File: src/design/efr_pkg.sv
// ---------------------------------------------------------------------------
// efr_pkg
// Types, widths and helpers shared by the element frame rotation blocks.
// ---------------------------------------------------------------------------
package efr_pkg;

  localparam int COORD_BITS = 24;
  localparam int FRAC_BITS  = 30;
  localparam int EDGE_W     = COORD_BITS + 1;      // point differences
  localparam int NRM_W      = 2 * EDGE_W;          // first cross product
  localparam int RED_W      = FRAC_BITS + 1;       // reduced normal, signed
  localparam int VEC_W      = RED_W + EDGE_W;      // widest vector into a unit
  localparam int POS_W      = 6;
  localparam int UNIT_W     = FRAC_BITS + 1;       // normalised magnitude
  localparam int SUM_W      = 64;
  localparam int ROOT_W     = SUM_W / 2;
  localparam int QUO_W      = UNIT_W;
  localparam int NUM_W      = UNIT_W + FRAC_BITS + 1;
  localparam int COMP_W     = 32;
  localparam int Q_DEPTH    = 4;
  localparam int Q_AW       = 2;

  typedef enum logic [1:0] {
    KIND_NONE = 2'd0,
    KIND_WELL = 2'd1,
    KIND_FRAC = 2'd2,
    KIND_UNIT = 2'd3
  } efr_kind_t;

  typedef struct packed {
    logic signed [COORD_BITS-1:0] first_x;
    logic signed [COORD_BITS-1:0] first_y;
    logic signed [COORD_BITS-1:0] first_z;
    logic signed [COORD_BITS-1:0] second_x;
    logic signed [COORD_BITS-1:0] second_y;
    logic signed [COORD_BITS-1:0] second_z;
    logic signed [COORD_BITS-1:0] third_x;
    logic signed [COORD_BITS-1:0] third_y;
    logic signed [COORD_BITS-1:0] third_z;
  } efr_in_t;

  typedef struct packed {
    logic signed [COMP_W-1:0] tangent_x;
    logic signed [COMP_W-1:0] tangent_y;
    logic signed [COMP_W-1:0] tangent_z;
    logic signed [COMP_W-1:0] inplane_x;
    logic signed [COMP_W-1:0] inplane_y;
    logic signed [COMP_W-1:0] inplane_z;
    logic signed [COMP_W-1:0] normal_x;
    logic signed [COMP_W-1:0] normal_y;
    logic signed [COMP_W-1:0] normal_z;
    logic                     frame_status;
  } efr_out_t;

  typedef struct packed {
    logic signed [EDGE_W-1:0] e_x;
    logic signed [EDGE_W-1:0] e_y;
    logic signed [EDGE_W-1:0] e_z;
    logic signed [EDGE_W-1:0] h_x;
    logic signed [EDGE_W-1:0] h_y;
    logic signed [EDGE_W-1:0] h_z;
    logic                     e_zero;
  } efr_job_t;

  typedef struct packed {
    logic valid;
    logic bad;
  } efr_ctl_t;

  typedef struct packed {
    logic signed [VEC_W-1:0] x;
    logic signed [VEC_W-1:0] y;
    logic signed [VEC_W-1:0] z;
  } efr_vec_t;

  typedef struct packed {
    logic signed [COMP_W-1:0] x;
    logic signed [COMP_W-1:0] y;
    logic signed [COMP_W-1:0] z;
  } efr_col_t;

  // position of the highest set bit, 0 for zero
  function automatic logic [POS_W-1:0] efr_msb(input logic [VEC_W-1:0] v);
    logic [POS_W-1:0] p;
    p = '0;
    for (int i = 0; i < VEC_W; i++) begin
      if (v[i]) p = POS_W'(i);
    end
    return p;
  endfunction

endpackage

File: src/design/efr_queue.sv
// ---------------------------------------------------------------------------
// efr_queue
// Short FIFO between the front and the back of the frame pipeline.
// ---------------------------------------------------------------------------
module efr_queue
  import efr_pkg::*;
(
  input  logic     clk,
  input  logic     rst_n,
  input  logic     push,
  input  efr_job_t push_data,
  output logic     full,
  input  logic     pop,
  output logic     empty,
  output efr_job_t head
);

  efr_job_t        mem_r [Q_DEPTH];
  logic [Q_AW-1:0] wr_ptr_r;
  logic [Q_AW-1:0] rd_ptr_r;
  logic [Q_AW:0]   count_r;

  assign full  = (count_r == (Q_AW+1)'(Q_DEPTH));
  assign empty = (count_r == '0);
  assign head  = mem_r[rd_ptr_r];

  always_ff @(posedge clk) begin
    if (!rst_n) begin
      wr_ptr_r <= '0;
      rd_ptr_r <= '0;
      count_r  <= '0;
    end else begin
      if (push) wr_ptr_r <= wr_ptr_r + 1'b1;
      if (pop)  rd_ptr_r <= rd_ptr_r + 1'b1;
      if (push && !pop) begin
        count_r <= count_r + 1'b1;
      end else if (pop && !push) begin
        count_r <= count_r - 1'b1;
      end
    end
  end

  always_ff @(posedge clk) begin
    if (push) mem_r[wr_ptr_r] <= push_data;
  end

endmodule

File: config.mk
export PLATFORM = sky130hd
export DESIGN_NAME = efr_queue
export DESIGN_NICKNAME = d
export VERILOG_FILES = /design/src/design/efr_pkg.sv /design/src/design/efr_queue.sv
export SDC_FILE = /design/constraint.sdc
export NUM_CORES = 1
export LEC_CHECK = 0
export BUFFER_PORTS_ARGS = -buffer_cell sky130_fd_sc_hd__buf_2
export CORE_MARGIN = 4
export CORE_UTILIZATION = 40
export CTS_CLUSTER_SIZE = 20
export DETAILED_ROUTE_END_ITERATION = 6
export GPL_TIMING_DRIVEN = 0
export SETUP_SLACK_MARGIN = 0.05
export SLEW_MARGIN = 25
export SYNTH_ARGS = -nofsm -noshare
export SYNTH_HDL_FRONTEND = slang
export SYNTH_SLANG_ARGS = --single-unit
File: constraint.sdc
create_clock -name clk -period 4.59 [get_ports clk]
set_input_delay 0.918 -clock clk [delete_from_list [all_inputs] [get_ports clk]]
set_output_delay 0.918 -clock clk [all_outputs]
set_load 0.005 [all_outputs]
==> results.json, run 1 <==
{
  "vias": 10000,
  "multi_input_area_um2": 3660,
  "total_leakage_power_nw": 9.14,
  "die_h_um": 244,
  "ys_warn_count": 0,
  "synth_cells": 832,
  "critPathKind": "register to output pin",
  "drt_pass1_iterations": 6,
  "seqCellArea_um2": 18300,
  "drt_wl_total_um": 44900,
  "fmax_mhz": 296,
  "grtUsageTotal": 0.152,
  "finalClockSkew_ns": 0.0180,
  "p_per_area_nw_per_um2": 473,
  "status": "complete, no violations",
  "area_growth_pct": 22.4,
  "grt_pass1_wl_um": 68400,
  "finalSetupTns_ns": 0,
  "finalCriticalPeriod_ns": 3.38,
  "remaining_drc_errors": 0,
  "syn_area_um2": 22200,
  "critical_path_arrival_ns": 2.46,
  "clk_pin_slew_ns": 0.06,
  "grt_max_degree": 43,
  "final_max_slew_viol_count": 0,
  "slew_headroom": 0.537,
  "antenna_found_initial": 10,
  "min_path_type": "register to register",
  "switchingPower_mw": 2.68,
  "overflow": 0,
  "rows": 86,
  "start_kind": "register",
  "cts.repair.resized": 0,
  "clock_path_buffers": 3,
  "gp_congestion": 0.688,
  "hold_slack_ns": 0.519,
  "cts_made_buffers": 67,
  "end_kind": "output pin",
  "root_buffer": "clkbuf_16",
  "rsz0062_at_grt": "no",
  "ys_seq_elements": 613,
  "port_buffers": 307,
  "ant_nets": 0,
  "initial_core_util": 0.403,
  "postCtsHoldBufs": 0,
  "syn_nets": 993,
  "num-nets-final": 1384,
  "required_ns": 3.67,
  "crit_fanout": 10,
  "cts_setup_buffers": 0,
  "p_total_mw": 12.9,
  "combPwrFrac": 0.090,
  "die_area_um2": 59400,
  "fillerInstances": 4532,
  "clkSinkCount": 613,
  "p_sw_frac": 0.209,
  "htreeDepth": 3,
  "layout-drive-gt1-share": 0.470,
  "ioPinCount": 308,
  "vdd_drop_max_mv": 0.330,
  "grt_pass1_vias": 10900,
  "report.final.hold_viol_count": 0,
  "vias_per_cell": 4.97,
  "avgSynthCellArea_um2": 26.7,
  "clkPwrFrac": 0.406,
  "ys_types": 20,
  "cap_violations": 0,
  "cts_tree": "yes",
  "final_cell_mix": "edfxtp_1 (604), buf_2 (324), mux4_2 (151)",
  "layout_commonest_cell": "edfxtp_1",
  "dp_hpwl_um": 28400,
  "core_area_um2": 55100,
  "drt_iter0_markers": 533,
  "yosysSeqAreaShare": 0.825,
  "insertion_delay_ns": 0.58,
  "seqPwrFrac": 0.504,
  "setup_viol_count_final": 0,
  "intPower_mw": 10.2,
  "wl_per_cell_um": 22.3,
  "die_w_um": 244,
  "tightest_slew_ns": 0.695,
  "period_share": 0.737
}
worst max-delay path, cell delays in order, from the launching register on:
cell     delay (ns)
dfxtp_1        0.30
buf_2          0.21
buf_2          0.43
buf_2          0.41
mux4_2         0.37
buf_2          0.16
power by group through the flow:
| stage | sequential, mW | clock, mW | combinational [mW] |
|---|---|---|---|
| final | 6.49 | 5.22 | 1.16 |
| after global routing | 6.50 | 5.64 | 1.26 |
| after CTS | 6.49 | 5.38 | 1.20 |
| after detailed placement | 6.61 | 0 | 1.20 |
| after global placement | 6.63 | 0 | 1.14 |
| after floorplan | 6.61 | 0 | 0.611 |
cells in the mapped netlist:
cell / instances / area (µm²)
ha_1: 5 / 62.6
or3_1: 1 / 6.26
buf_6: 11 / 124
xnor2_1: 2 / 17.5
nor2b_1: 2 / 12.5
nor3b_1: 1 / 7.51
buf_2: 17 / 85.1
and2_1: 9 / 56.3
inv_1: 4 / 15.0
o21ai_0: 1 / 5.00
nor3_1: 1 / 5.00
a21boi_0: 1 / 7.51
mux2i_1: 2 / 20.0
clkbuf_1: 6 / 22.5
edfxtp_1: 604 / 18100
xor2_1: 3 / 26.3
dfxtp_1: 9 / 180
fa_1: 1 / 20.0
nand2_1: 1 / 3.75
mux4_2: 151 / 3400
state kept, by name, indices dropped and copies added (netlist names), named ones only:
| name | count |
|---|---|
| rd_ptr_r | 2 |
| wr_ptr_r | 2 |
| count_r | 3 |
| mem_r | 604 |
logic make-up (layout without fill, tap and decap cells):
logic type,count (synthesis),in the layout,synth area share
compound gates,2,2,0.000563
xor+xnor,5,5,0.00197
fa+ha+maj,6,6,0.00372
buf+inv,38,471,0.0111
flops,613,613,0.825
mux,153,153,0.154
other cells,0,5,0
simple gates,15,15,0.00411
per-layer routing:
metal | global-route usage | share of wire
met5 | 0 | 0.0020
met4 | 0.0476 | 0.015
met3 | 0.0503 | 0.073
met2 | 0.242 | 0.49
met1 | 0.202 | 0.42
path summary, 6_finish.rpt:
path	startpoint	to	slack, ns	cells past startpoint
max reg2reg	wr_ptr_r[0]	mem_r[0][72]	2.61	5
max	register	head[48]	1.21	5
min	count_r[2]	count_r[2]	0.52	2
min reg2reg	count_r[2]	count_r[2]	0.52	2
layout make-up:
class                      instances  area share
sequential                       613       0.674
multi-input combinational        181       0.135
timing repair buffer             322      0.0695
clock buffer                      78      0.0647
tap                              748      0.0344
clock inverter                    33      0.0136
buffer                            34     0.00851
inverter                           4    0.000552
antenna                            5    0.000460
through the flow:
step                      setup WS (ns)  cell area (µm²)   util  instances
after global routing               1.03            27200  0.493       2014
after CTS                          1.07            27200  0.493       2013
after detailed placement           1.72            25100  0.455       1902
after global placement           -0.511            24700  0.448       1887
final                              1.21            27200  0.494       2018
after floorplan                    1.38            22200      -        832
Note: power is estimated with default switching activity, not from simulation.
==> run 2: changes to the inputs <==
==> constraint.sdc (replaced) <==
create_clock -name clk -period 2.9 [get_ports clk]
set_input_delay 0.58 -clock clk [delete_from_list [all_inputs] [get_ports clk]]
set_output_delay 0.58 -clock clk [all_outputs]
set_load 0.005 [all_outputs]
==> results.json, run 2 (synthesized netlist as in run 1, its figures left out) <==
{
  "critPathKind": "register to output pin",
  "num-nets-final": 1381,
  "cts.repair.resized": 15,
  "finalCriticalPeriod_ns": 2.73,
  "finalClockSkew_ns": 0.0150,
  "overflow": 0,
  "setup_viol_count_final": 0,
  "core_area_um2": 55100,
  "die_area_um2": 59400,
  "vdd_drop_max_mv": 0.516,
  "required_ns": 2.32,
  "cts_made_buffers": 66,
  "largest_register_ffs": 604,
  "vias": 10100,
  "p_total_mw": 19.9,
  "largest-register": "mem_r",
  "rows": 86,
  "p_per_area_nw_per_um2": 733,
  "root_buffer": "clkbuf_16",
  "clock_path_buffers": 3,
  "min_path_type": "input pin to register",
  "area_growth_pct": 21.9,
  "slew_headroom": 0.565,
  "wl_per_cell_um": 22.2,
  "remaining_drc_errors": 0,
  "grt_max_degree": 42,
  "ant_nets": 0,
  "drt_iter0_markers": 516,
  "start_kind": "register",
  "critical_path_arrival_ns": 2.15,
  "drt_pass1_iterations": 4,
  "dp_hpwl_um": 28000,
  "tightest_slew_ns": 0.653,
  "grt_pass1_wl_um": 68400,
  "rsz0062_at_grt": "yes",
  "cts_setup_buffers": 0,
  "report.final.hold_viol_count": 0,
  "total_leakage_power_nw": 9.08,
  "gp_congestion": 0.697,
  "ioPinCount": 308,
  "final_cell_count_no_fill": 2019,
  "period_share": 0.942,
  "layout-drive-gt1-share": 0.472,
  "clk_pin_slew_ns": 0.06,
  "postLayoutCoreUtil": 0.491,
  "clkSinkCount": 613,
  "vias_per_cell": 4.98,
  "cap_violations": 0,
  "postCtsHoldBufs": 0,
  "fin_area_um2": 27100,
  "antenna_found_initial": 9,
  "initial_core_util": 0.403,
  "status": "complete, no violations",
  "insertion_delay_ns": 0.58,
  "final_cell_mix": "edfxtp_1 (604), buf_2 (313), mux4_2 (151)",
  "dp.cells": 1900,
  "die_h_um": 244,
  "finalSetupTns_ns": 0,
  "final_max_slew_viol_count": 0,
  "end_kind": "output pin",
  "grt_pass1_vias": 10900,
  "htreeDepth": 3,
  "cts_tree": "yes",
  "drt_wl_total_um": 44900,
  "reg_top3": "mem_r x604, count_r x3",
  "layout_commonest_cell": "edfxtp_1",
  "crit_fanout": 10,
  "port_buffers": 307,
  "grtUsageTotal": 0.153,
  "place_area_um2": 25000,
  "die_w_um": 244,
  "fmax_mhz": 366
}
-- run 2: path summary, 6_finish.rpt --
check,endpoint,from,slack [ns],depth (start not counted)
worst min register to register,count_r[2],count_r[2],0.53,2
worst min-delay path,mem_r[3][4],push_data[4],0.21,1
worst max-delay path,head[72],register,0.17,5
worst max register to register,mem_r[3][84],wr_ptr_r[0],0.83,4
-- run 2: layout make-up --
type                            count  area [µm²]
Fill cell                        4523       28000
Sequential cell                   613       18300
Multi-Input combinational cell    181        3660
Timing Repair Buffer              320        1870
Clock buffer                       85        1740
Tap cell                          748         936
Buffer                             34         287
Clock inverter                     29         233
Inverter                            4        15.0
Antenna cell                        5        12.5
-- run 2: layer usage --
metal | track usage | share of wire
met5 | 0 | 0.0015
met4 | 0.0464 | 0.019
met3 | 0.0466 | 0.080
met2 | 0.243 | 0.49
met1 | 0.206 | 0.41
-- run 2: stage by stage --
| step | hold slack [ns] | setup WS, ns |
|---|---|---|
| floorplan | 0.472 | 0.815 |
| global placement | 0.493 | -0.334 |
| detailed placement | 0.519 | 0.315 |
| CTS | 0.154 | 0.0536 |
| global route | 0.171 | 0.0357 |
| finish | 0.213 | 0.169 |
-- run 2: critical path, cell delays in order (launching register included) --
cell,delay (ns)
dfxtp_1,0.32
buf_6,0.16
buf_12,0.19
buf_6,0.21
mux4_2,0.53
buf_2,0.16
-- run 2: report_power, final --
part / switching [mW] / internal [mW]
logic: 0.942 / 0.900
registers: 0.0859 / 10.2
clock network: 3.23 / 4.52
