File: src/design/efr_pkg.sv
// ---------------------------------------------------------------------------
// efr_pkg
// Types, widths and helpers shared by the element frame rotation blocks.
// ---------------------------------------------------------------------------
package efr_pkg;

  localparam int COORD_BITS = 24;
  localparam int FRAC_BITS  = 30;
  localparam int EDGE_W     = COORD_BITS + 1;      // point differences
  localparam int NRM_W      = 2 * EDGE_W;          // first cross product
  localparam int RED_W      = FRAC_BITS + 1;       // reduced normal, signed
  localparam int VEC_W      = RED_W + EDGE_W;      // widest vector into a unit
  localparam int POS_W      = 6;
  localparam int UNIT_W     = FRAC_BITS + 1;       // normalised magnitude
  localparam int SUM_W      = 64;
  localparam int ROOT_W     = SUM_W / 2;
  localparam int QUO_W      = UNIT_W;
  localparam int NUM_W      = UNIT_W + FRAC_BITS + 1;
  localparam int COMP_W     = 32;
  localparam int Q_DEPTH    = 4;
  localparam int Q_AW       = 2;

  typedef enum logic [1:0] {
    KIND_NONE = 2'd0,
    KIND_WELL = 2'd1,
    KIND_FRAC = 2'd2,
    KIND_UNIT = 2'd3
  } efr_kind_t;

  typedef struct packed {
    logic signed [COORD_BITS-1:0] first_x;
    logic signed [COORD_BITS-1:0] first_y;
    logic signed [COORD_BITS-1:0] first_z;
    logic signed [COORD_BITS-1:0] second_x;
    logic signed [COORD_BITS-1:0] second_y;
    logic signed [COORD_BITS-1:0] second_z;
    logic signed [COORD_BITS-1:0] third_x;
    logic signed [COORD_BITS-1:0] third_y;
    logic signed [COORD_BITS-1:0] third_z;
  } efr_in_t;

  typedef struct packed {
    logic signed [COMP_W-1:0] tangent_x;
    logic signed [COMP_W-1:0] tangent_y;
    logic signed [COMP_W-1:0] tangent_z;
    logic signed [COMP_W-1:0] inplane_x;
    logic signed [COMP_W-1:0] inplane_y;
    logic signed [COMP_W-1:0] inplane_z;
    logic signed [COMP_W-1:0] normal_x;
    logic signed [COMP_W-1:0] normal_y;
    logic signed [COMP_W-1:0] normal_z;
    logic                     frame_status;
  } efr_out_t;

  typedef struct packed {
    logic signed [EDGE_W-1:0] e_x;
    logic signed [EDGE_W-1:0] e_y;
    logic signed [EDGE_W-1:0] e_z;
    logic signed [EDGE_W-1:0] h_x;
    logic signed [EDGE_W-1:0] h_y;
    logic signed [EDGE_W-1:0] h_z;
    logic                     e_zero;
  } efr_job_t;

  typedef struct packed {
    logic valid;
    logic bad;
  } efr_ctl_t;

  typedef struct packed {
    logic signed [VEC_W-1:0] x;
    logic signed [VEC_W-1:0] y;
    logic signed [VEC_W-1:0] z;
  } efr_vec_t;

  typedef struct packed {
    logic signed [COMP_W-1:0] x;
    logic signed [COMP_W-1:0] y;
    logic signed [COMP_W-1:0] z;
  } efr_col_t;

  // position of the highest set bit, 0 for zero
  function automatic logic [POS_W-1:0] efr_msb(input logic [VEC_W-1:0] v);
    logic [POS_W-1:0] p;
    p = '0;
    for (int i = 0; i < VEC_W; i++) begin
      if (v[i]) p = POS_W'(i);
    end
    return p;
  endfunction

endpackage

File: src/design/efr_front.sv
// ---------------------------------------------------------------------------
// efr_front
// Takes requests, forms the edge and picks the helper vector by element kind.
// ---------------------------------------------------------------------------
module efr_front
  import efr_pkg::*;
(
  input  logic      clk,
  input  logic      rst_n,
  input  efr_kind_t kind,
  input  logic      in_valid,
  output logic      in_ready,
  input  efr_in_t   in_data,
  output logic      push,
  output efr_job_t  push_data,
  input  logic      q_full
);

  logic     front_v_r;
  efr_job_t job_r;
  efr_job_t job_nxt;

  assign push      = front_v_r && !q_full;
  assign in_ready  = !front_v_r || !q_full;
  assign push_data = job_r;

  always_comb begin
    logic signed [EDGE_W-1:0] ex, ey, ez;
    logic nx, ny, nz;
    ex = $signed({in_data.second_x[COORD_BITS-1], in_data.second_x})
       - $signed({in_data.first_x[COORD_BITS-1], in_data.first_x});
    ey = $signed({in_data.second_y[COORD_BITS-1], in_data.second_y})
       - $signed({in_data.first_y[COORD_BITS-1], in_data.first_y});
    ez = $signed({in_data.second_z[COORD_BITS-1], in_data.second_z})
       - $signed({in_data.first_z[COORD_BITS-1], in_data.first_z});
    nx = (ex != '0);
    ny = (ey != '0);
    nz = (ez != '0);
    job_nxt        = '0;
    job_nxt.e_x    = ex;
    job_nxt.e_y    = ey;
    job_nxt.e_z    = ez;
    job_nxt.e_zero = !nx && !ny && !nz;
    case (kind)
      KIND_WELL: begin
        if (nx && !ny && !nz) begin
          job_nxt.h_z = EDGE_W'(1);
        end else if (ny && !nx && !nz) begin
          job_nxt.h_x = EDGE_W'(1);
        end else if (nz && !nx && !ny) begin
          job_nxt.h_y = EDGE_W'(1);
        end else if (nx) begin
          job_nxt.h_x = -ex;
        end else if (ny) begin
          job_nxt.h_y = -ey;
        end else if (nz) begin
          job_nxt.h_z = -ez;
        end
      end
      KIND_FRAC: begin
        job_nxt.h_x = $signed({in_data.third_x[COORD_BITS-1], in_data.third_x})
                    - $signed({in_data.second_x[COORD_BITS-1], in_data.second_x});
        job_nxt.h_y = $signed({in_data.third_y[COORD_BITS-1], in_data.third_y})
                    - $signed({in_data.second_y[COORD_BITS-1], in_data.second_y});
        job_nxt.h_z = $signed({in_data.third_z[COORD_BITS-1], in_data.third_z})
                    - $signed({in_data.second_z[COORD_BITS-1], in_data.second_z});
      end
      default: begin
        // no helper: frame comes out degenerate
      end
    endcase
  end

  always_ff @(posedge clk) begin
    if (!rst_n) begin
      front_v_r <= 1'b0;
    end else if (in_ready) begin
      front_v_r <= in_valid;
    end
    if (in_valid && in_ready) begin
      job_r <= job_nxt;
    end
  end

endmodule

File: config.mk
export PLATFORM = sky130hd
export DESIGN_NAME = efr_front
export DESIGN_NICKNAME = d
export VERILOG_FILES = /design/src/design/efr_pkg.sv /design/src/design/efr_front.sv
export SDC_FILE = /design/constraint.sdc
export NUM_CORES = 1
export LEC_CHECK = 0
export BUFFER_PORTS_ARGS = -buffer_cell sky130_fd_sc_hd__clkbuf_2
export CELL_PAD_IN_SITES_DETAIL_PLACEMENT = 0
export CELL_PAD_IN_SITES_GLOBAL_PLACEMENT = 2
export CORE_UTILIZATION = 35
export CTS_CLUSTER_DIAMETER = 50
export DETAILED_ROUTE_END_ITERATION = 7
export GPL_ROUTABILITY_DRIVEN = 0
export PLACE_DENSITY_LB_ADDON = 0.05
export SLEW_MARGIN = 20
export SYNTH_ARGS = -nofsm -noshare
export SYNTH_HDL_FRONTEND = slang
export SYNTH_SLANG_ARGS = --single-unit
File: constraint.sdc
create_clock -name clk -period 12.7 [get_ports clk]
set_input_delay 0.635 -clock clk [delete_from_list [all_inputs] [get_ports clk]]
set_output_delay 0.635 -clock clk [all_outputs]
set_load 0.02 [all_outputs]
==> results.ini, run 1 <==
[clock_tree]
post_cts_buffers=0
cts_tree=built
cts_root_buf=clkbuf_16
cts-hold-fix-buffers=0
h-tree-depth=4
cts_buffers=17
clockBufferDepth=2
cts.clk_slew.worst_paths_ns=0.06
clock_latency_ns=0.44
clock-sinks=152
cts_resized=0

[final_layout]
final_common_cell=clkbuf_2
nFillCells=4068
final_cell_area_um2=17100
nNetsFinal=2319
final_cell_mix=clkbuf_2 (374), inv_1 (192), edfxtp_1 (151)
drive_above_1_share_pct=22.85
area_delta_synth_final_pct=21.55

[timing]
hold_viol_final=0
worst_slew_pin_slew_ns=0.8989
rsz0062_at_grt=no
min_period_ns=4.967
setup_violations=0
whs_ns=0.4257
fin_crit_sh_pct=39.11
maxSlewHeadroom_pct=40.08
drv_slew=0
setup_tns_ns=0
timing.fmax_ghz=0.2013
skew_ns=0.009028

[synthesis]
yosys_register_bits=152
syn_nets=1950
syn_inst=1573
ys_async_sr_fraction_pct=0
synth_ff_type=edfxtp_1
avgSynthCellArea_um2=8.945
synthDistinctLibCells=88
synth-edff-count=151
yosys_warnings=0
synth-seq-area-share_pct=32.37
syn-cell-area_um2=14070

[setup_path]
path_class=input port to flip-flop
cp.required_ns=12.84
critPathArrivalTime_ns=5.11
worst_setup_path_end_kind=flip-flop
path_max_fanout=19
cp-start-kind=input port
rrSetupSlack_ns=9.88

[global_routing]
grt_pass1_wl_mm=70.83
antenna_found_initial=2
groute.usage.overall_pct=22.38
grt-ovfl-total=0
grt_pass1_vias=12762
grt_max_degree=63

[detailed_routing]
drtIter0Drc=738
ant_nets=0
wl_per_cell_um=18.66
finalWirelength_mm=46.25
first_pass_iters=7
routed_via_density=5.235
drcViolationCount=0
dr_total_vias=12978

[placement]
dp_hpwl_mm=38.41
port_buffers=374
dpl-instance-area_um2=16510

[floorplan]
dieArea_um2=41000
num_rows=73
ios=375
start_util_pct=35.41
die_w_um=202.5
die_h_um=202.5
core_area_um2=39730

[pwr]
power.density_nw_per_um2=110.6
seq_power_share_pct=33.9
p_int_uw=1214
power.share.clock_pct=28.6
pwr-share-comb_pct=37.5
p_sw_share_pct=35.82
ir_drop_v=0.00009673
leakage_uw=0.008094
p_switching_uw=677.7

[flow_run]
drv_cap=0

[min_path]
worstHoldPathType=input port to flip-flop

[run_status]
outcome=complete, no violations

==> sequential cells by signal, indices dropped and copies added (netlist names) <==
signal and flops:
front_v_r 1, push_data 151
==> path summary, 6_finish.rpt <==
kind | start | to | cells past startpoint
max | in_data[72] | push_data[34]$_DFFE_PP_ | 16
min | rst_n | front_v_r$_SDFFE_PN0N_ | 2
max reg2reg | front_v_r$_SDFFE_PN0N_ | push_data[61]$_DFFE_PP_ | 4
min reg2reg | front_v_r$_SDFFE_PN0N_ | front_v_r$_SDFFE_PN0N_ | 2
==> synthesized netlist by cell type (25+ instances only) <==
cell type  number  area share (%)
xor2_1         56             3.5
a21o_1         59             3.1
nand3_1        29             1.0
a21oi_1        94             3.3
inv_1         192             5.1
ha_1          149              13
nor2_1        120             3.2
nor3_1         41             1.5
o21ai_0        58             2.1
a211oi_1       25             1.3
nand2_1        92             2.5
edfxtp_1      151              32
xnor2_1        82             5.1
o22ai_1        37             1.6
==> per-layer routing <==
| metal | global-route usage (%) | routed length (µm) | vias up |
|---|---|---|---|
| li1 | - | - | 6492 |
| met1 | 29.08 | 20730 | 6075 |
| met2 | 38.63 | 22450 | 364 |
| met3 | 2.729 | 2094 | 47 |
| met4 | 6.794 | 977 | 0 |
| met5 | 0 | 0 | - |
==> area by class of cell <==
cell class | instances | area [µm²] | share of cell area (%)
Timing Repair Buffer | 379 | 1909 | 11.16
Sequential cell | 152 | 4554 | 26.63
Antenna cell | 2 | 5.005 | 0.02927
Clock buffer | 19 | 432.9 | 2.531
Multi-Input combinational cell | 1200 | 8667 | 50.68
Inverter | 192 | 720.7 | 4.214
Clock inverter | 10 | 155.1 | 0.9072
Tap cell | 525 | 656.9 | 3.841
==> critical path, cell delays in order <==
cell and delay (ns):
clkbuf_2 0.09, inv_1 0.05, ha_1 0.17, inv_1 0.06, fa_1 0.41, a21o_1 0.22
a2111oi_2 0.40, nand3b_1 0.27, a211oi_1 0.15, a31oi_1 0.34, xnor2_1 0.13, or3_1 0.40
nor4_2 0.55, nand3b_2 0.31, nand2b_1 0.68, o22ai_1 0.21
==> through the flow <==
| step | setup WS, ns | utilization [%] | cells | total power [µW] |
|---|---|---|---|---|
| finish | 7.733 | 43.04 | 2479 | 1892 |
| global route | 7.383 | 43.04 | 2479 | 2003 |
| CTS | 7.646 | 43.03 | 2477 | 1912 |
| detailed placement | 7.212 | 41.55 | 2448 | 1363 |
| global placement | 7.389 | 41.55 | 2448 | 1365 |
| floorplan | 7.850 | - | 1573 | 1136 |
==> logic make-up (layout without fill, tap and decap cells) <==
group                      count (synthesis)  count (layout)  share of synthesized area [%]
DFF                                      152             152                          32.37
other                                      0               2                              0
buffers and inverters                    221             600                          6.083
and+or+nand+nor                          465             465                          17.26
adders and majority gates                155             155                          14.10
xor gates and xnor gates                 138             138                          8.590
AOI/OAI and AO/OA                        438             438                          21.31
muxes                                      4               4                         0.2846
==> power groups by stage <==
stage | clock [µW] | sequential [µW] | combinational (µW)
floorplan | 0 | 713 | 422
CTS | 555 | 643 | 714
global route | 574 | 647 | 783
finish | 541 | 642 | 709
detailed placement | 0 | 653 | 710
global placement | 0 | 653 | 712
(Power assumes the default switching activity.)
==> run 2: changes to the inputs <==
- CORE_UTILIZATION: 35 -> 29
- clock period: 12.7 -> 4.5 ns (I/O delays scaled with it)
==> results.ini, run 2 (synthesis results as in run 1) <==
[global_routing]
grt_pass1_wl_mm=75.11  ; was 70.83 mm
groute.usage.overall_pct=19.93  ; was 22.38%
antenna_found_initial=2  ; unchanged
grt_max_degree=89  ; was 63
grt_pass1_vias=13297  ; was 12,762
grt-ovfl-total=0  ; unchanged

[setup_path]
path_class=input port to flip-flop  ; unchanged
timing.rr.end=push_data[52]$_DFFE_PP_  ; was push_data[61]$_DFFE_PP_
rrSetupSlack_ns=2.71  ; was 9.88 ns
cp.required_ns=4.66  ; was 12.84 ns
crit_path_start=in_data[126]  ; was in_data[72]
path_max_fanout=13  ; was 19
slowest_stage=or3_1  ; was nand2b_1
critPathMostFrequentCell=a211oi_1  ; was inv_1
slowest_delay_ns=0.42  ; was 0.68 ns
cp-start-kind=input port  ; unchanged
rr_worst_depth=3  ; was 4
critPathArrivalTime_ns=4.00  ; was 5.11 ns
r2r-start=front_v_r$_SDFFE_PN0N_  ; unchanged
worst_setup_path_end_kind=flip-flop  ; unchanged
endpoint=push_data[59]$_DFFE_PP_  ; was push_data[34]$_DFFE_PP_
worstPathCellList=clkbuf_2 -> ha_1 -> and3_1 -> a221o_1 -> a211oi_4 -> a211oi_1 -> a211oi_1 -> xnor2_1 -> nand4_1 -> or2_2 -> or3_1 -> nand3_2 -> buf_12 -> o22ai_1  ; was clkbuf_2 -> inv_1 -> ha_1 -> inv_1 -> fa_1 -> a21o_1 -> a2111oi_2 -> nand3b_1 -> a211oi_1 -> a31oi_1 -> xnor2_1 -> or3_1 -> nor4_2 -> nand3b_2 -> nand2b_1 -> o22ai_1

[detailed_routing]
dr_total_vias=13135  ; was 12,978
dr_wl_met2_mm=24.99  ; was 22.45 mm
top_layer_used=met4  ; unchanged
drcViolationCount=0  ; unchanged
drtIter0Drc=710  ; was 738
wl_per_cell_um=19.07  ; was 18.66 µm
first_pass_iters=5  ; was 7
ant_nets=0  ; unchanged
wl_met1_mm=21.92  ; was 20.73 mm
wl_met3_mm=1.737  ; was 2.094 mm
finalWirelength_mm=49.89  ; was 46.25 mm
routed_via_density=5.021  ; was 5.235

[clock_tree]
cts_root_buf=clkbuf_16  ; unchanged
clockBufferDepth=2  ; unchanged
h-tree-depth=4  ; unchanged
cts.clk_slew.worst_paths_ns=0.07  ; was 0.06 ns
cts_buffers=17  ; unchanged
clock-sinks=152  ; unchanged
cts_tree=built  ; unchanged
clock_latency_ns=0.46  ; was 0.44 ns

[final_layout]
final_cell_mix=clkbuf_2 (374), inv_1 (192), edfxtp_1 (151)  ; unchanged
largest_reg_flops=151  ; unchanged
drive_above_1_share_pct=24.61  ; was 22.85%
nFillCells=5087  ; was 4,068
nNetsFinal=2363  ; was 2,319
final_core_util_pct=36.75  ; was 43.04%
area_delta_synth_final_pct=24.98  ; was 21.55%
final_common_cell=clkbuf_2  ; unchanged
final_cell_area_um2=17580  ; was 17,100 µm²

[timing]
min_period_ns=3.834
maxSlewHeadroom_pct=39.78  ; was 40.08%
setup_tns_ns=0  ; unchanged
timing.fmax_ghz=0.2608
hold_viol_final=0  ; unchanged
fin_crit_sh_pct=85.21
drv_slew=0  ; unchanged
rsz0062_at_grt=no  ; unchanged
setup_violations=0  ; unchanged
skew_ns=0.01197  ; was 0.009028 ns
setup_ws_ns=0.6656  ; was 7.733 ns
worst_slew_pin_slew_ns=0.8992  ; was 0.8989 ns

[pwr]
power_uw=5359  ; was 1892 µW
leakage_uw=0.008322  ; was 0.008094 µW
ir_drop_v=0.0002772  ; was 0.00009673 V
power.density_nw_per_um2=304.8  ; was 110.6 nW/µm²

[placement]
dpl-instance-area_um2=16990  ; was 16,510 µm²
dp_hpwl_mm=41.58  ; was 38.41 mm
dp_slack_ns=0.1221  ; was 7.212 ns
port_buffers=374  ; unchanged

[flow_run]
drv_cap=0  ; unchanged

[floorplan]
ios=375  ; unchanged
die_h_um=222.3  ; was 202.5 µm
num_rows=80  ; was 73
core_area_um2=47850  ; was 39,730 µm²
die_w_um=222.3  ; was 202.5 µm
dieArea_um2=49400  ; was 41,000 µm²
start_util_pct=29.41  ; was 35.41%

[run_status]
outcome=complete, no violations  ; unchanged

[min_path]
worstHoldPathType=input port to flip-flop  ; unchanged

==> run 2: changes by cell type in the layout (fill, tap and decap cells not counted), sizes merged <==
cell | previous run | this run
buf | 5 | 47
clkinv | 4 | 5
clkinvlp | 2 | 4
inv | 192 | 193
dlygate4sd3 | 0 | 2
bufinv | 4 | 1
clkbuf | 393 | 395
==> run 2: power breakdown <==
part | switching (µW) | internal [µW]
registers | 56.9 | 1750
clock network | 642 | 803
logic | 1290 | 817
==> run 2: final cells by class <==
cell class | count | area [µm²] | share of cell area (%)
clock buffers | 21 | 470.5 | 2.675
repair buffers | 423 | 2295 | 13.05
inverters | 192 | 720.7 | 4.098
well taps | 615 | 769.5 | 4.376
flip-flops and latches | 152 | 4554 | 25.90
multi-input cells | 1200 | 8672 | 49.32
diodes | 2 | 5.005 | 0.02846
clock inverters | 11 | 97.59 | 0.5550
==> run 2: how the worst min path moves through the flow <==
stage	startpoint	endpoint	slack, ns	cells after the start
global route	in_data[144]	push_data[76]$_DFFE_PP_	0.20	3
finish	in_data[144]	push_data[76]$_DFFE_PP_	0.20	3
global placement	rst_n	front_v_r$_SDFFE_PN0N_	0.45	2
CTS	in_data[144]	push_data[76]$_DFFE_PP_	0.16	3
detailed placement	rst_n	front_v_r$_SDFFE_PN0N_	0.45	2
floorplan	rst_n	front_v_r$_SDFFE_PN0N_	0.35	1
==> run 2: worst max-delay path, delay by kind of cell <==
kind	cells	cell delay, ns
buffers and inverters	2	0.26
AND/OR/NAND/NOR	5	1.42
adder cells (fa/ha/maj)	1	0.40
AO/OA/AOI/OAI	5	1.41
XOR/XNOR	1	0.27
==> run 2: per-stage QoR <==
stage | hold WS (ns) | std cells
final | 0.1977 | 2616
after floorplan | 0.3532 | 1573
after global placement | 0.4503 | 2580
after detailed placement | 0.4530 | 2580
after CTS | 0.1614 | 2614
after global routing | 0.1997 | 2616
==> run 2: timing repair <==
item	4_1_cts	5_1_grt
resized for setup	0	0
endpoints found under the hold margin	1	0
hold buffers	2	0
buffers inserted	0	0
==> run 2: layer usage <==
layer / vias up / GRT usage (%)
li1: 6580 / -
met1: 6179 / 24.14
met2: 320 / 35.80
met3: 56 / 2.711
met4: 0 / 7.079
met5: - / 0
==> run 3: changes to the inputs <==
- BUFFER_PORTS_ARGS: -buffer_cell sky130_fd_sc_hd__clkbuf_2 -> not set
- CORE_UTILIZATION: 29 -> 35
- DONT_BUFFER_PORTS: not set -> 1
==> results.ini, run 3 (synthesis results as in run 1) <==
[timing]
drv_slew=0  ; unchanged
rsz0062_at_grt=no  ; unchanged
timing.fmax_ghz=0.2668  ; was 0.2608 GHz
setup_tns_ns=0  ; unchanged
hold_viol_final=0  ; unchanged
skew_ns=0.01015  ; was 0.01197 ns
min_period_ns=3.748  ; was 3.834 ns
maxSlewHeadroom_pct=36.58  ; was 39.78%
worst_slew_pin_slew_ns=0.9471  ; was 0.8992 ns
fin_crit_sh_pct=83.28  ; was 85.21%
setup_violations=0  ; unchanged
whs_ns=0.06102  ; was 0.1977 ns

[final_layout]
nFillCells=4137  ; was 5,087
nNetsFinal=1974  ; was 2,363
final_cell_mix=inv_1 (192), edfxtp_1 (151), ha_1 (149)  ; was clkbuf_2 (374), inv_1 (192), edfxtp_1 (151)
drive_above_1_share_pct=6.335  ; was 24.61%
final_core_util_pct=38.93  ; was 36.75%
final_common_cell=inv_1  ; was clkbuf_2
largest_reg_flops=151  ; unchanged
area_delta_synth_final_pct=9.942  ; was 24.98%

[clock_tree]
clock-sinks=152  ; unchanged
clockBufferDepth=2  ; unchanged
clock_latency_ns=0.45  ; was 0.46 ns
cts_root_buf=clkbuf_16  ; unchanged
h-tree-depth=4  ; unchanged
cts_tree=built  ; unchanged
cts_buffers=17  ; unchanged
cts.clk_slew.worst_paths_ns=0.07  ; about the same
cts_resized=0  ; unchanged

[floorplan]
die_h_um=202.5  ; was 222.3 µm
die_w_um=202.5  ; was 222.3 µm
num_rows=73  ; was 80
core_area_um2=39730  ; was 47,850 µm²
ios=375  ; unchanged
start_util_pct=35.41  ; was 29.41%
dieArea_um2=41000  ; was 49,400 µm²

[min_path]
worstHoldPathType=input port to flip-flop  ; unchanged
whs_path_depth=1  ; was 3

[pwr]
power_uw=5049  ; was 5359 µW
p_sw_share_pct=37.10  ; was 37.03%
seq_power_share_pct=40.1  ; was 33.8%
p_int_uw=3176  ; was 3375 µW
ir_drop_v=0.0002216  ; was 0.0002772 V
power.density_nw_per_um2=326.4  ; was 304.8 nW/µm²
power.share.clock_pct=27.7  ; was 27.0%
p_switching_uw=1873  ; was 1985 µW
pwr-share-comb_pct=32.1  ; was 39.2%
leakage_uw=0.006669  ; was 0.008322 µW

[global_routing]
antenna_found_initial=1  ; was 2
grt_pass1_vias=11723  ; was 13,297
grt-ovfl-total=0  ; unchanged
groute.usage.overall_pct=21.78  ; was 19.93%
grt_max_degree=152  ; was 89
grt_pass1_wl_mm=68.01  ; was 75.11 mm

[setup_path]
worstPathCellList=inv_1 -> ha_1 -> fa_1 -> nand2b_1 -> a21oi_1 -> o21ai_1 -> a21oi_1 -> a31oi_1 -> a31oi_1 -> nand4_1 -> or2_2 -> or3_1 -> nand3_2 -> buf_12 -> o22ai_1  ; was clkbuf_2 -> ha_1 -> and3_1 -> a221o_1 -> a211oi_4 -> a211oi_1 -> a211oi_1 -> xnor2_1 -> nand4_1 -> or2_2 -> or3_1 -> nand3_2 -> buf_12 -> o22ai_1
critPathArrivalTime_ns=3.91  ; was 4.00 ns
critPathBufInv=2  ; unchanged
path_max_fanout=11  ; was 13
slowest_delay_ns=0.45  ; was 0.42 ns
cp_num_cells=15  ; was 14
crit_family=compound AO/OA/AOI/OAI gates  ; was simple AND/OR/NAND/NOR gates
cp-start-kind=input port  ; unchanged
rr_worst_depth=3  ; unchanged
slowest_stage=a21oi_1  ; was or3_1
cp.required_ns=4.66  ; about the same
path_class=input port to flip-flop  ; unchanged
worst_setup_path_end_kind=flip-flop  ; unchanged

[placement]
dp_hpwl_mm=37.28  ; was 41.58 mm
port_buffers=0  ; was 374

[detailed_routing]
ant_nets=0  ; unchanged
first_pass_iters=7  ; was 5
drcViolationCount=0  ; unchanged
drtIter0Drc=480  ; was 710
dr_total_vias=11638  ; was 13,135
routed_via_density=5.446  ; was 5.021
finalWirelength_mm=45.50  ; was 49.89 mm
wl_per_cell_um=21.29  ; was 19.07 µm

[flow_run]
drv_cap=0  ; unchanged

[run_status]
outcome=complete, no violations  ; unchanged

run 3: cell types whose count changed in the layout (fill, tap and decap cells not counted):
cell        delta
buf_4         -15
clkbuf_1       -1
clkbuf_2     -374
clkbuf_8       -3
clkinv_1       +2
clkinv_2       -2
clkinv_4       +2
clkinvlp_4     +1
inv_6          +1
nand2b_2       +1
nand2b_4       -1
run 3: layout make-up:
cell class                      instances  area [µm²]  share of cell area [%]
Multi-Input combinational cell       1200        8667                   56.03
Sequential cell                       152        4554                   29.44
Inverter                              192       720.7                   4.659
Tap cell                              525       656.9                   4.247
Clock buffer                           17       425.4                   2.750
Timing Repair Buffer                   34       310.3                   2.006
Clock inverter                         15       128.9                  0.8331
Antenna cell                            2       5.005                 0.03235
run 3: power groups by stage:
stage / registers [µW] / clock network [µW] / logic [µW]
after floorplan: 2010 / 0 / 1190
after global placement: 2060 / 0 / 1630
after detailed placement: 2060 / 0 / 1620
after CTS: 2030 / 1440 / 1630
after global routing: 2040 / 1490 / 1800
final: 2030 / 1400 / 1620
run 3: what timing repair did:
item | in CTS | in global routing
setup endpoints to repair | 0 | 0
endpoints found under the hold margin | 1 | 0
hold buffers | 2 | 0
setup buffers | 0 | 0
run 3: worst paths after layout:
path / start / end / slack (ns)
min reg2reg: front_v_r$_SDFFE_PN0N_ / front_v_r$_SDFFE_PN0N_ / 1.09
min: in_data[73] / push_data[77]$_DFFE_PP_ / 0.06
max: in_data[120] / push_data[73]$_DFFE_PP_ / 0.75
max reg2reg: front_v_r$_SDFFE_PN0N_ / push_data[75]$_DFFE_PP_ / 2.67
run 3: metrics by stage:
step / worst slack, ns / instance area (µm²) / std cells
5_1_grt: 0.4012 / 15460 / 2135
2_1_floorplan: 0.8485 / 14070 / 1573
6_report: 0.7525 / 15470 / 2137
4_1_cts: 0.7155 / 15460 / 2135
3_5_place_dp: 0.2262 / 14890 / 2101
3_3_place_gp: 0.2894 / 14890 / 2101
run 3: routing by layer:
metal  up-vias  global-route usage [%]  part of all wire (%)
met4         0                   7.573                   2.3
met2       285                   38.31                    49
met5         -                       0                     0
met3        45                   5.425                   6.2
met1      5511                   25.61                    42
li1       5797                       -                     -
